File: src/sv/tctd_pkg.sv
`timescale 1ns / 1ps
`default_nettype none

package tctd_pkg;

  localparam int unsigned TICK_W  = 32;
  localparam int unsigned HOUR_W  = 5;
  localparam int unsigned MS_W    = 6;
  localparam int unsigned SET_W   = 6;
  localparam int unsigned DIV_W   = 10;

  localparam logic [TICK_W-1:0] LIMIT_RESET    = 32'h7FFF_FFFF;
  localparam logic [DIV_W-1:0]  TICKS_PER_SEC  = 10'd1000;
  localparam logic [SET_W-1:0]  MAX_HOUR       = 6'd23;
  localparam logic [SET_W-1:0]  MAX_MIN_SEC    = 6'd59;

  typedef enum logic [1:0] {
    ACT_TICK     = 2'd0,
    ACT_SET_TIME = 2'd1,
    ACT_ELAPSED  = 2'd2,
    ACT_STATUS   = 2'd3
  } action_t;

  typedef struct packed {
    action_t            action;
    logic [SET_W-1:0]   set_hour;
    logic [SET_W-1:0]   set_minute;
    logic [SET_W-1:0]   set_second;
    logic [TICK_W-1:0]  past_tick;
  } in_item_t;

  typedef struct packed {
    logic [TICK_W-1:0]  tick_now;
    logic [TICK_W-1:0]  overflows;
    logic [TICK_W-1:0]  elapsed_ticks;
    logic [HOUR_W-1:0]  hour_now;
    logic [MS_W-1:0]    minute_now;
    logic [MS_W-1:0]    second_now;
    logic               status;
  } out_item_t;

endpackage

`default_nettype wire

File: src/sv/tctd_if.sv
`timescale 1ns / 1ps
`default_nettype none

interface tctd_in_if;
  logic                valid;
  logic                ready;
  tctd_pkg::in_item_t  data;

  modport source (output valid, output data, input ready);
  modport sink   (input valid, input data, output ready);
endinterface

interface tctd_out_if;
  logic                 valid;
  logic                 ready;
  tctd_pkg::out_item_t  data;

  modport source (output valid, output data, input ready);
  modport sink   (input valid, input data, output ready);
endinterface

`default_nettype wire

File: src/sv/tick_counter_time_of_day_clock.sv
`timescale 1ns / 1ps
`default_nettype none

// channel   direction  handshake      payload
// in_ch     in         valid/ready    action, set_hour/minute/second, past_tick
// out_ch    out        valid/ready    tick_now, overflows, elapsed, h/m/s, status
// cfg       in         cfg_wr_en      cfg_wr_data = tick wrap limit
//
// one request per cycle unless out_ch stalls; a taken request passes through the
// input register, then state update and result register
// time of day is kept as hour/minute/second counters, so no division sits in the path
// rst_n is synchronous: clears counters, time of day, valids, limit to 0x7fffffff
// a stalled result holds while the input register still takes one more request

module tick_counter_time_of_day_clock (
  input  logic                          clk,
  input  logic                          rst_n,
  input  logic                          cfg_wr_en,
  input  logic [tctd_pkg::TICK_W-1:0]   cfg_wr_data,
  tctd_in_if.sink                       in_ch,
  tctd_out_if.source                    out_ch
);
  import tctd_pkg::*;

  logic [TICK_W-1:0] limit_r;

  // input stage
  logic              a_valid_r;
  action_t           a_action_r;
  logic [SET_W-1:0]  a_hour_r;
  logic [SET_W-1:0]  a_min_r;
  logic [SET_W-1:0]  a_sec_r;
  logic [TICK_W-1:0] a_past_r;
  logic              a_past_gt_lim_r;
  logic [TICK_W-1:0] a_wrap_off_r;

  // block state
  logic [TICK_W-1:0] tick_r, tick_nxt;
  logic [TICK_W-1:0] ovf_r, ovf_nxt;
  logic [DIV_W-1:0]  div_r, div_nxt;
  logic [HOUR_W-1:0] hour_r, hour_nxt;
  logic [MS_W-1:0]   min_r, min_nxt;
  logic [MS_W-1:0]   sec_r, sec_nxt;

  // result stage
  logic              o_valid_r;
  out_item_t         o_data_r;

  logic              adv;
  logic              in_acc;
  logic              set_ok;
  logic [TICK_W-1:0] elapsed;

  assign adv          = a_valid_r && (!o_valid_r || out_ch.ready);
  assign in_ch.ready  = !a_valid_r || adv;
  assign in_acc       = in_ch.valid && in_ch.ready;
  assign out_ch.valid = o_valid_r;
  assign out_ch.data  = o_data_r;

  assign set_ok = (a_hour_r <= MAX_HOUR) && (a_min_r <= MAX_MIN_SEC) &&
                  (a_sec_r <= MAX_MIN_SEC);

  always_comb begin
    if (a_past_gt_lim_r || (a_past_r == tick_r)) begin
      elapsed = '0;
    end else if (a_past_r < tick_r) begin
      elapsed = tick_r - a_past_r;
    end else begin
      // past snapshot lies before the last wrap
      elapsed = tick_r + a_wrap_off_r;
    end
  end

  always_comb begin
    tick_nxt = tick_r;
    ovf_nxt  = ovf_r;
    div_nxt  = div_r;
    hour_nxt = hour_r;
    min_nxt  = min_r;
    sec_nxt  = sec_r;
    unique case (a_action_r)
      ACT_TICK: begin
        if (tick_r >= limit_r) begin
          tick_nxt = '0;
          ovf_nxt  = ovf_r + 1'b1;
        end else begin
          tick_nxt = tick_r + 1'b1;
        end
        if (div_r == TICKS_PER_SEC - 1'b1) begin
          div_nxt = '0;
          if (sec_r == MAX_MIN_SEC[MS_W-1:0]) begin
            sec_nxt = '0;
            if (min_r == MAX_MIN_SEC[MS_W-1:0]) begin
              min_nxt = '0;
              if (hour_r == MAX_HOUR[HOUR_W-1:0]) begin
                hour_nxt = '0;
              end else begin
                hour_nxt = hour_r + 1'b1;
              end
            end else begin
              min_nxt = min_r + 1'b1;
            end
          end else begin
            sec_nxt = sec_r + 1'b1;
          end
        end else begin
          div_nxt = div_r + 1'b1;
        end
      end
      ACT_SET_TIME: begin
        if (set_ok) begin
          hour_nxt = a_hour_r[HOUR_W-1:0];
          min_nxt  = a_min_r;
          sec_nxt  = a_sec_r;
        end
      end
      ACT_ELAPSED: begin
      end
      ACT_STATUS: begin
      end
    endcase
  end

  always_ff @(posedge clk) begin
    if (!rst_n) begin
      limit_r <= LIMIT_RESET;
    end else if (cfg_wr_en) begin
      limit_r <= cfg_wr_data;
    end
  end

  always_ff @(posedge clk) begin
    if (!rst_n) begin
      a_valid_r <= 1'b0;
    end else if (in_ch.ready) begin
      a_valid_r <= in_ch.valid;
    end
  end

  always_ff @(posedge clk) begin
    if (!rst_n) begin
      a_action_r <= ACT_STATUS;
    end else if (in_acc) begin
      a_action_r      <= in_ch.data.action;
      a_hour_r        <= in_ch.data.set_hour;
      a_min_r         <= in_ch.data.set_minute;
      a_sec_r         <= in_ch.data.set_second;
      a_past_r        <= in_ch.data.past_tick;
      a_past_gt_lim_r <= in_ch.data.past_tick > limit_r;
      a_wrap_off_r    <= limit_r - in_ch.data.past_tick + 1'b1;
    end
  end

  always_ff @(posedge clk) begin
    if (!rst_n) begin
      tick_r <= '0;
      ovf_r  <= '0;
      div_r  <= '0;
      hour_r <= '0;
      min_r  <= '0;
      sec_r  <= '0;
    end else if (adv) begin
      tick_r <= tick_nxt;
      ovf_r  <= ovf_nxt;
      div_r  <= div_nxt;
      hour_r <= hour_nxt;
      min_r  <= min_nxt;
      sec_r  <= sec_nxt;
    end
  end

  always_ff @(posedge clk) begin
    if (!rst_n) begin
      o_valid_r <= 1'b0;
    end else if (adv) begin
      o_valid_r <= 1'b1;
    end else if (out_ch.ready) begin
      o_valid_r <= 1'b0;
    end
  end

  always_ff @(posedge clk) begin
    if (adv) begin
      o_data_r.tick_now      <= tick_nxt;
      o_data_r.overflows     <= ovf_nxt;
      o_data_r.elapsed_ticks <= (a_action_r == ACT_ELAPSED) ? elapsed : '0;
      o_data_r.hour_now      <= hour_nxt;
      o_data_r.minute_now    <= min_nxt;
      o_data_r.second_now    <= sec_nxt;
      o_data_r.status        <= (a_action_r == ACT_SET_TIME) && !set_ok;
    end
  end

endmodule

`default_nettype wire

File: src/flat_wrapper.sv
// flat-port wrapper written by rule: the top's interface ports become plain ports
module tick_counter_time_of_day_clock_flat import tctd_pkg::*;
  (clk, rst_n, cfg_wr_en, cfg_wr_data, in_ch_valid, in_ch_data, in_ch_ready, out_ch_valid, out_ch_data, out_ch_ready);
  tctd_in_if in_ch_i ();
  tctd_out_if out_ch_i ();
  input  logic clk;
  input  logic rst_n;
  input  logic cfg_wr_en;
  input  logic [tctd_pkg::TICK_W-1:0] cfg_wr_data;
  input wire logic [$bits(in_ch_i.valid)-1:0] in_ch_valid;
  input wire logic [$bits(in_ch_i.data)-1:0] in_ch_data;
  output wire logic [$bits(in_ch_i.ready)-1:0] in_ch_ready;
  output wire logic [$bits(out_ch_i.valid)-1:0] out_ch_valid;
  output wire logic [$bits(out_ch_i.data)-1:0] out_ch_data;
  input wire logic [$bits(out_ch_i.ready)-1:0] out_ch_ready;
  assign in_ch_i.valid = in_ch_valid;
  assign in_ch_i.data = in_ch_data;
  assign in_ch_ready = in_ch_i.ready;
  assign out_ch_valid = out_ch_i.valid;
  assign out_ch_data = out_ch_i.data;
  assign out_ch_i.ready = out_ch_ready;
  tick_counter_time_of_day_clock u_core (.clk(clk), .rst_n(rst_n), .cfg_wr_en(cfg_wr_en), .cfg_wr_data(cfg_wr_data), .in_ch(in_ch_i), .out_ch(out_ch_i));
endmodule
File: config.mk
export PLATFORM = sky130hd
export DESIGN_NAME = tick_counter_time_of_day_clock_flat
export DESIGN_NICKNAME = d
export VERILOG_FILES = /design/src/sv/tctd_pkg.sv /design/src/sv/tctd_if.sv /design/src/sv/tick_counter_time_of_day_clock.sv /design/src/flat_wrapper.sv
export SDC_FILE = /design/constraint.sdc
export NUM_CORES = 1
export LEC_CHECK = 0
export ABC_CLOCK_PERIOD_IN_PS = 12100
export BUFFER_PORTS_ARGS = -buffer_cell sky130_fd_sc_hd__buf_4
export CORE_ASPECT_RATIO = 0.8
export CORE_MARGIN = 2
export CORE_UTILIZATION = 45
export CTS_BUF_LIST = sky130_fd_sc_hd__clkbuf_16
export DETAILED_ROUTE_END_ITERATION = 7
export PLACE_DENSITY = 0.73
export SYNTH_ARGS = -nofsm -noshare
export SYNTH_HDL_FRONTEND = slang
export SYNTH_SLANG_ARGS = --single-unit
export TNS_END_PERCENT = 100
File: constraint.sdc
create_clock -name clk -period 12.1 [get_ports clk]
set_input_delay 0.605 -clock clk [delete_from_list [all_inputs] [get_ports clk]]
set_output_delay 0.605 -clock clk [all_outputs]
set_load 0.05 [all_outputs]
# Word level (Yosys, flattened, before mapping)
# Cells that the tools add are included.
# word_totals
elab_cells	86
inputBits	89
ff_bits	324
# op_classes
addsub	10
n_reduce_logical	16
n_bitwise	1
mux	23
n_eq_ne	7
order_cmp	6
# op_table
cell	count
$mux W32	5
$add A32 B1 Y32 const B	3
$sub A32 B32 Y32	2
$mux W6	7
$add A32 B32 Y32	1
$eq A32 B32 Y1	1
$ge A32 B32 Y1	1
$gt A32 B32 Y1	1
$lt A32 B32 Y1	1
$mux W5	5
$pmux W6 S2	2
$add A6 B1 Y6 const B	2
$eq A6 B6 Y1 const B	2
$le A6 B6 Y1 const B	2
$add A10 B1 Y10 const B	1
$eq A10 B10 Y1 const B	1
$mux W10	1
$pmux W5 S2	1
$le A6 B5 Y1 const B	1
$add A5 B1 Y5 const B	1
$eq A5 B5 Y1 const B	1
$logic_and A1 B1 Y1	5
$reduce_and A2 Y1	2
$logic_not A1 Y1	3
other kinds (8)	11

# Longest topological paths before layout
# depth
word_depth	6
depth_mapped	15
mapped_depth_nobuf	14

# Least setup slack after synthesis
# OpenSTA, ideal clock, no wires.
# synth_path
path_kind	register -> register
start	register u_core.o_valid_r, in the netlist u_core.out_ch.valid
end	register u_core.a_hour_r[0], enable pin
period_less_slack_ps	5258
path_buffers	0
stages_incl_launch_ff	5
slack_ps	6842
arrival_ps	4733
cell_sequence	dfxtp_1 > nor2b_1 > nand2_1 > nand2_1 > nor2_1
# synth_via
elab_chain_len	6
# synth_rtl
item	line	text
start, declared	tick_counter_time_of_day_clock.sv:46	logic o_valid_r;
start signal, assigned	tick_counter_time_of_day_clock.sv:174	o_valid_r <= 1'b0;
start signal, assigned	tick_counter_time_of_day_clock.sv:176	o_valid_r <= 1'b1;
start signal, assigned	tick_counter_time_of_day_clock.sv:178	o_valid_r <= 1'b0;
$logic_not A1 Y1	tick_counter_time_of_day_clock.sv:54	assign adv = a_valid_r && (!o_valid_r || out_ch.ready);
$logic_or A1 B1 Y1	tick_counter_time_of_day_clock.sv:54	
$logic_and A1 B1 Y1	tick_counter_time_of_day_clock.sv:54	
$logic_or A1 B1 Y1	tick_counter_time_of_day_clock.sv:55	assign in_ch.ready = !a_valid_r || adv;
net in_ch_ready	flat_wrapper.sv:12	output wire logic [$bits(in_ch_i.ready)-1:0] in_ch_ready;
$logic_and A1 B1 Y1	tick_counter_time_of_day_clock.sv:56	assign in_acc = in_ch.valid && in_ch.ready;
$reduce_and A2 Y1 (no line)	n/a	
end signal, assigned	tick_counter_time_of_day_clock.sv:145	a_hour_r <= in_ch.data.set_hour;
end, declared	tick_counter_time_of_day_clock.sv:30	logic [SET_W-1:0] a_hour_r;
# The timed path passes the listed nets, and every way through them passes these cells.
# A chain may end at the register's enable or synchronous reset.

# Worst setup path after layout
# layout_path
start	register u_core.tick_r[21]
end	register u_core.tick_r[20]
# layout_via
elab_chain_len	3
# layout_rtl
item	line	text
start, declared	tick_counter_time_of_day_clock.sv:38	logic [TICK_W-1:0] tick_r, tick_nxt;
start signal, assigned	tick_counter_time_of_day_clock.sv:163	tick_r <= tick_nxt;
$ge A32 B32 Y1	tick_counter_time_of_day_clock.sv:83	if (tick_r >= limit_r) begin
$mux W32	tick_counter_time_of_day_clock.sv:83	
$mux W32	tick_counter_time_of_day_clock.sv:81	unique case (a_action_r)
# No other way between the ends.

==> key figures <==
STA
  • Hold Vio Cnt, Final: 0
  • Clock period minus worst slack: 4539 ps
  • Final setup skew: between 20 and 25 ps
  • Fin. max-slew vios: 0
  • Slew margin rel.: 0.2060
  • Final setup fails: 0
  • RSZ-0062 raised after global routing: false
  • Slew @ Worst Pin: around 1200 ps
  • Setup total negative slack: 0 ps
  • Final period utilization: 0.3751
  • Fmax: between 200 and 250 MHz

Yosys
  • Post-synthesis sequential area ratio: 0.4208
  • Syn Std Cell Area: roughly 0.020 mm^2
  • EDFF count, synth: 197
  • Share of flip-flops with an asynchronous set or reset: 0
  • Post-synthesis average cell area: between 9 and 10 um^2
  • Syn_nets: around 2.4k
  • Yosys Warn Count: 0
  • Post-synth cell types: 82
  • Main synth FF type: edfxtp_1
  • Post-synthesis register bit count: 324
  • Syn Inst Count: 2092

Global route
  • Largest net degree at the start of global routing: between 80 and 90
  • Initial antenna violation count: 2
  • First-pass GRT wire length: approximately 84 mm
  • Global route overflow: 0
  • GR Util All Layers: 0.2306
  • Vias in the first global route: roughly 15k

Pwr
  • PD cells: 123.7 mW/mm^2
  • Maximum VDD drop: approximately 0.11 mV
  • Leak: 10.19 nW
  • Total power: ~2.9 mW

Routing
  • Routed Antenna Nets: 0
  • Top Layer Used: met4
  • Vias per cell: about 5.6
  • DR WL/cell: around 19 um
  • Met3 Routed Length: around 3.4 mm
  • Initial drt markers: around 1.3k
  • Met2 wire length: roughly 24 mm
  • DRC: 0
  • Total number of vias: about 16k
  • WL met1: ~26 mm
  • Drt total wl: 54.70 mm
  • DRT Pass-1 Iters: 5

Worst setup path
  • CP Class: reg2reg
  • Worst Path Arrival: 5010 ps
  • Reg2Reg Depth: 9
  • Startpoint Class: flop
  • Reg-to-reg endpoint: u_core.tick_r[20]
  • CP max stage delay: between 1000 and 1500 ps
  • Max FO, Critical Path: 39
  • CP Capture Type: flop
  • CP Cell Sequence: ha_1, a21o_1, a21o_1, a21oi_1, o21ai_0, a21oi_1, o22a_1, nand2_1, nor2_1
  • Reg-to-reg slack, setup: around 7600 ps
  • Launch point of the worst reg-to-reg path: u_core.tick_r[21]
  • Critical path data required time: between 10000 and 15000 ps
  • Slowest cell on crit path: o22a_1

Finish
  • Layout fillers: 3968
  • Share of layout cells above drive strength 1: 0.1355
  • Synth-to-Final Area Change: 16.62%
  • Fin nets: 2559
  • Register area: 0.008458 mm^2
  • Commonest non-fill, non-tap cells in the layout: nor2_1 (219), buf_4 (216), edfxtp_1 (197)
  • Most common cell after layout, fill and taps aside: nor2_1
  • Area of the multi-input gates: ~0.011 mm^2
  • Fin util: 0.5292

Hold path
  • Min-delay worst type: in2reg
  • Hold path start: in_ch_data[43]
  • Hold Path Sink: u_core.a_min_r[5]
  • WHS Path Cells: 1

Floorplan
  • Die Ht: roughly 190 um
  • Die ar.: around 0.046 mm^2
  • Boundary Pins: around 210
  • Die Width: around 240 um
  • Initial core utilization: 0.4538
  • Core Region: between 0.04 and 0.05 mm^2
  • Num rows: a little under 70

Outcome
  • Status: finished, final reports clean

Clocking
  • CTS tree: built
  • Clock buffer depth: 3
  • Resize count post-CTS: 0
  • Number of hold buffers added after CTS: 0
  • CTS H-Tree Depth: 2
  • Postcts setup bufs: 0
  • Clk_lat worst skew: 560 ps
  • Clock Root Buffer: clkbuf_16
  • Clock sink count: ~320
  • Clock transition at path regs: roughly 60 ps
  • Cts bufs inserted: 37

Placed design
  • IO buf count: slightly above 200
  • Gpl congestion: 0.9204
  • Detailed placement HPWL: roughly 40 mm

Flow run
  • Maxcap violations: 0
-- final cells by class --
class                      instances  share of cell area
clock buffer                      39             0.04164
tap                              603             0.03219
sequential                       324              0.3609
multi-input combinational       1565              0.4634
inverter                         129             0.02087
clock inverter                    29             0.01169
antenna                            1           0.0001068
timing repair buffer             216             0.06919
-- power breakdown --
part	switching [mW]	internal [mW]
clock network	0.487	0.679
registers	0.0257	1.24
logic	0.301	0.172
total	0.814	2.09
-- stage by stage --
stage,std cells,setup WS (ps),hold slack [ps],cell area (um^2)
global placement,2837,7870,463.6,22190
floorplan,2092,6842,449.0,20100
finish,2906,7561,225.6,23440
CTS,2905,7670,208.3,23440
detailed placement,2837,7699,472.3,22190
global route,2905,7219,208.3,23440
-- cells in the mapped netlist, types with 39 or more instances --
| cell type | n | area [um^2] |
|---|---|---|
| nand3_1 | 58 | 290.3 |
| a21oi_1 | 114 | 570.6 |
| clkbuf_1 | 49 | 183.9 |
| xor2_1 | 63 | 551.8 |
| edfxtp_1 | 197 | 5916 |
| ha_1 | 194 | 2427 |
| xnor2_1 | 111 | 972.2 |
| o21ai_0 | 61 | 305.3 |
| nor3_1 | 39 | 195.2 |
| dfxtp_1 | 127 | 2542 |
| a21o_1 | 72 | 540.5 |
| nor2_1 | 220 | 825.8 |
| inv_1 | 128 | 480.5 |
| nand2_1 | 183 | 686.9 |
| nand4_1 | 59 | 369.1 |
| o211ai_1 | 41 | 307.8 |
-- routing by layer --
layer  global-route usage  up-vias
li1                     -     7942
met1               0.3261     7785
met2               0.3603      557
met3              0.03531      111
met4              0.08051        0
met5                    0        -
-- sequential cells by signal (all words and copies together) (netlist names), 2 cells and up --
register,count
u_core.a_hour_r,6
u_core.min_r,6
u_core.a_wrap_off_r,32
u_core.a_min_r,6
u_core.sec_r,6
u_core.a_past_r,32
u_core.a_sec_r,6
u_core.ovf_r,32
u_core.a_action_r,2
u_core.out_ch.data,114
u_core.div_r,10
u_core.tick_r,32
u_core.hour_r,5
u_core.limit_r,32
-- cell families (layout without fill, tap and decap cells) --
family	after synthesis	count (layout)	share of synthesized area
muxes	34	34	0.01712
other	0	1	0
buffers and inverters	203	413	0.03984
DFF	324	324	0.4208
adders and majority gates	197	197	0.1238
xor gates and xnor gates	174	174	0.07583
and+or+nand+nor	725	725	0.1758
AOI/OAI and AO/OA	435	435	0.1468
-- how the worst max path moves through the flow --
| stage | start | end | slack [ps] | cells past startpoint |
|---|---|---|---|---|
| 6_report | u_core.tick_r[21] | u_core.tick_r[20] | 7560 | 9 |
| 5_1_grt | u_core.tick_r[0] | u_core.tick_r[15] | 7220 | 11 |
| 4_1_cts | u_core.tick_r[0] | u_core.tick_r[27] | 7670 | 11 |
| 3_5_place_dp | u_core.tick_r[0] | u_core.tick_r[19] | 7700 | 11 |
| 3_3_place_gp | u_core.tick_r[0] | u_core.tick_r[30] | 7870 | 11 |
| 2_1_floorplan | u_core.out_ch.valid | u_core.a_hour_r[0] | 6840 | 4 |
-- worst max-delay path: cells and delay by family, from the launching register on --
| kind | cells | cell delay (ps) |
|---|---|---|
| fa+ha+maj | 1 | 320 |
| compound gates | 6 | 2340 |
| flops | 1 | 570 |
| simple gates | 2 | 1200 |
Power figures use the tool's default switching activity.
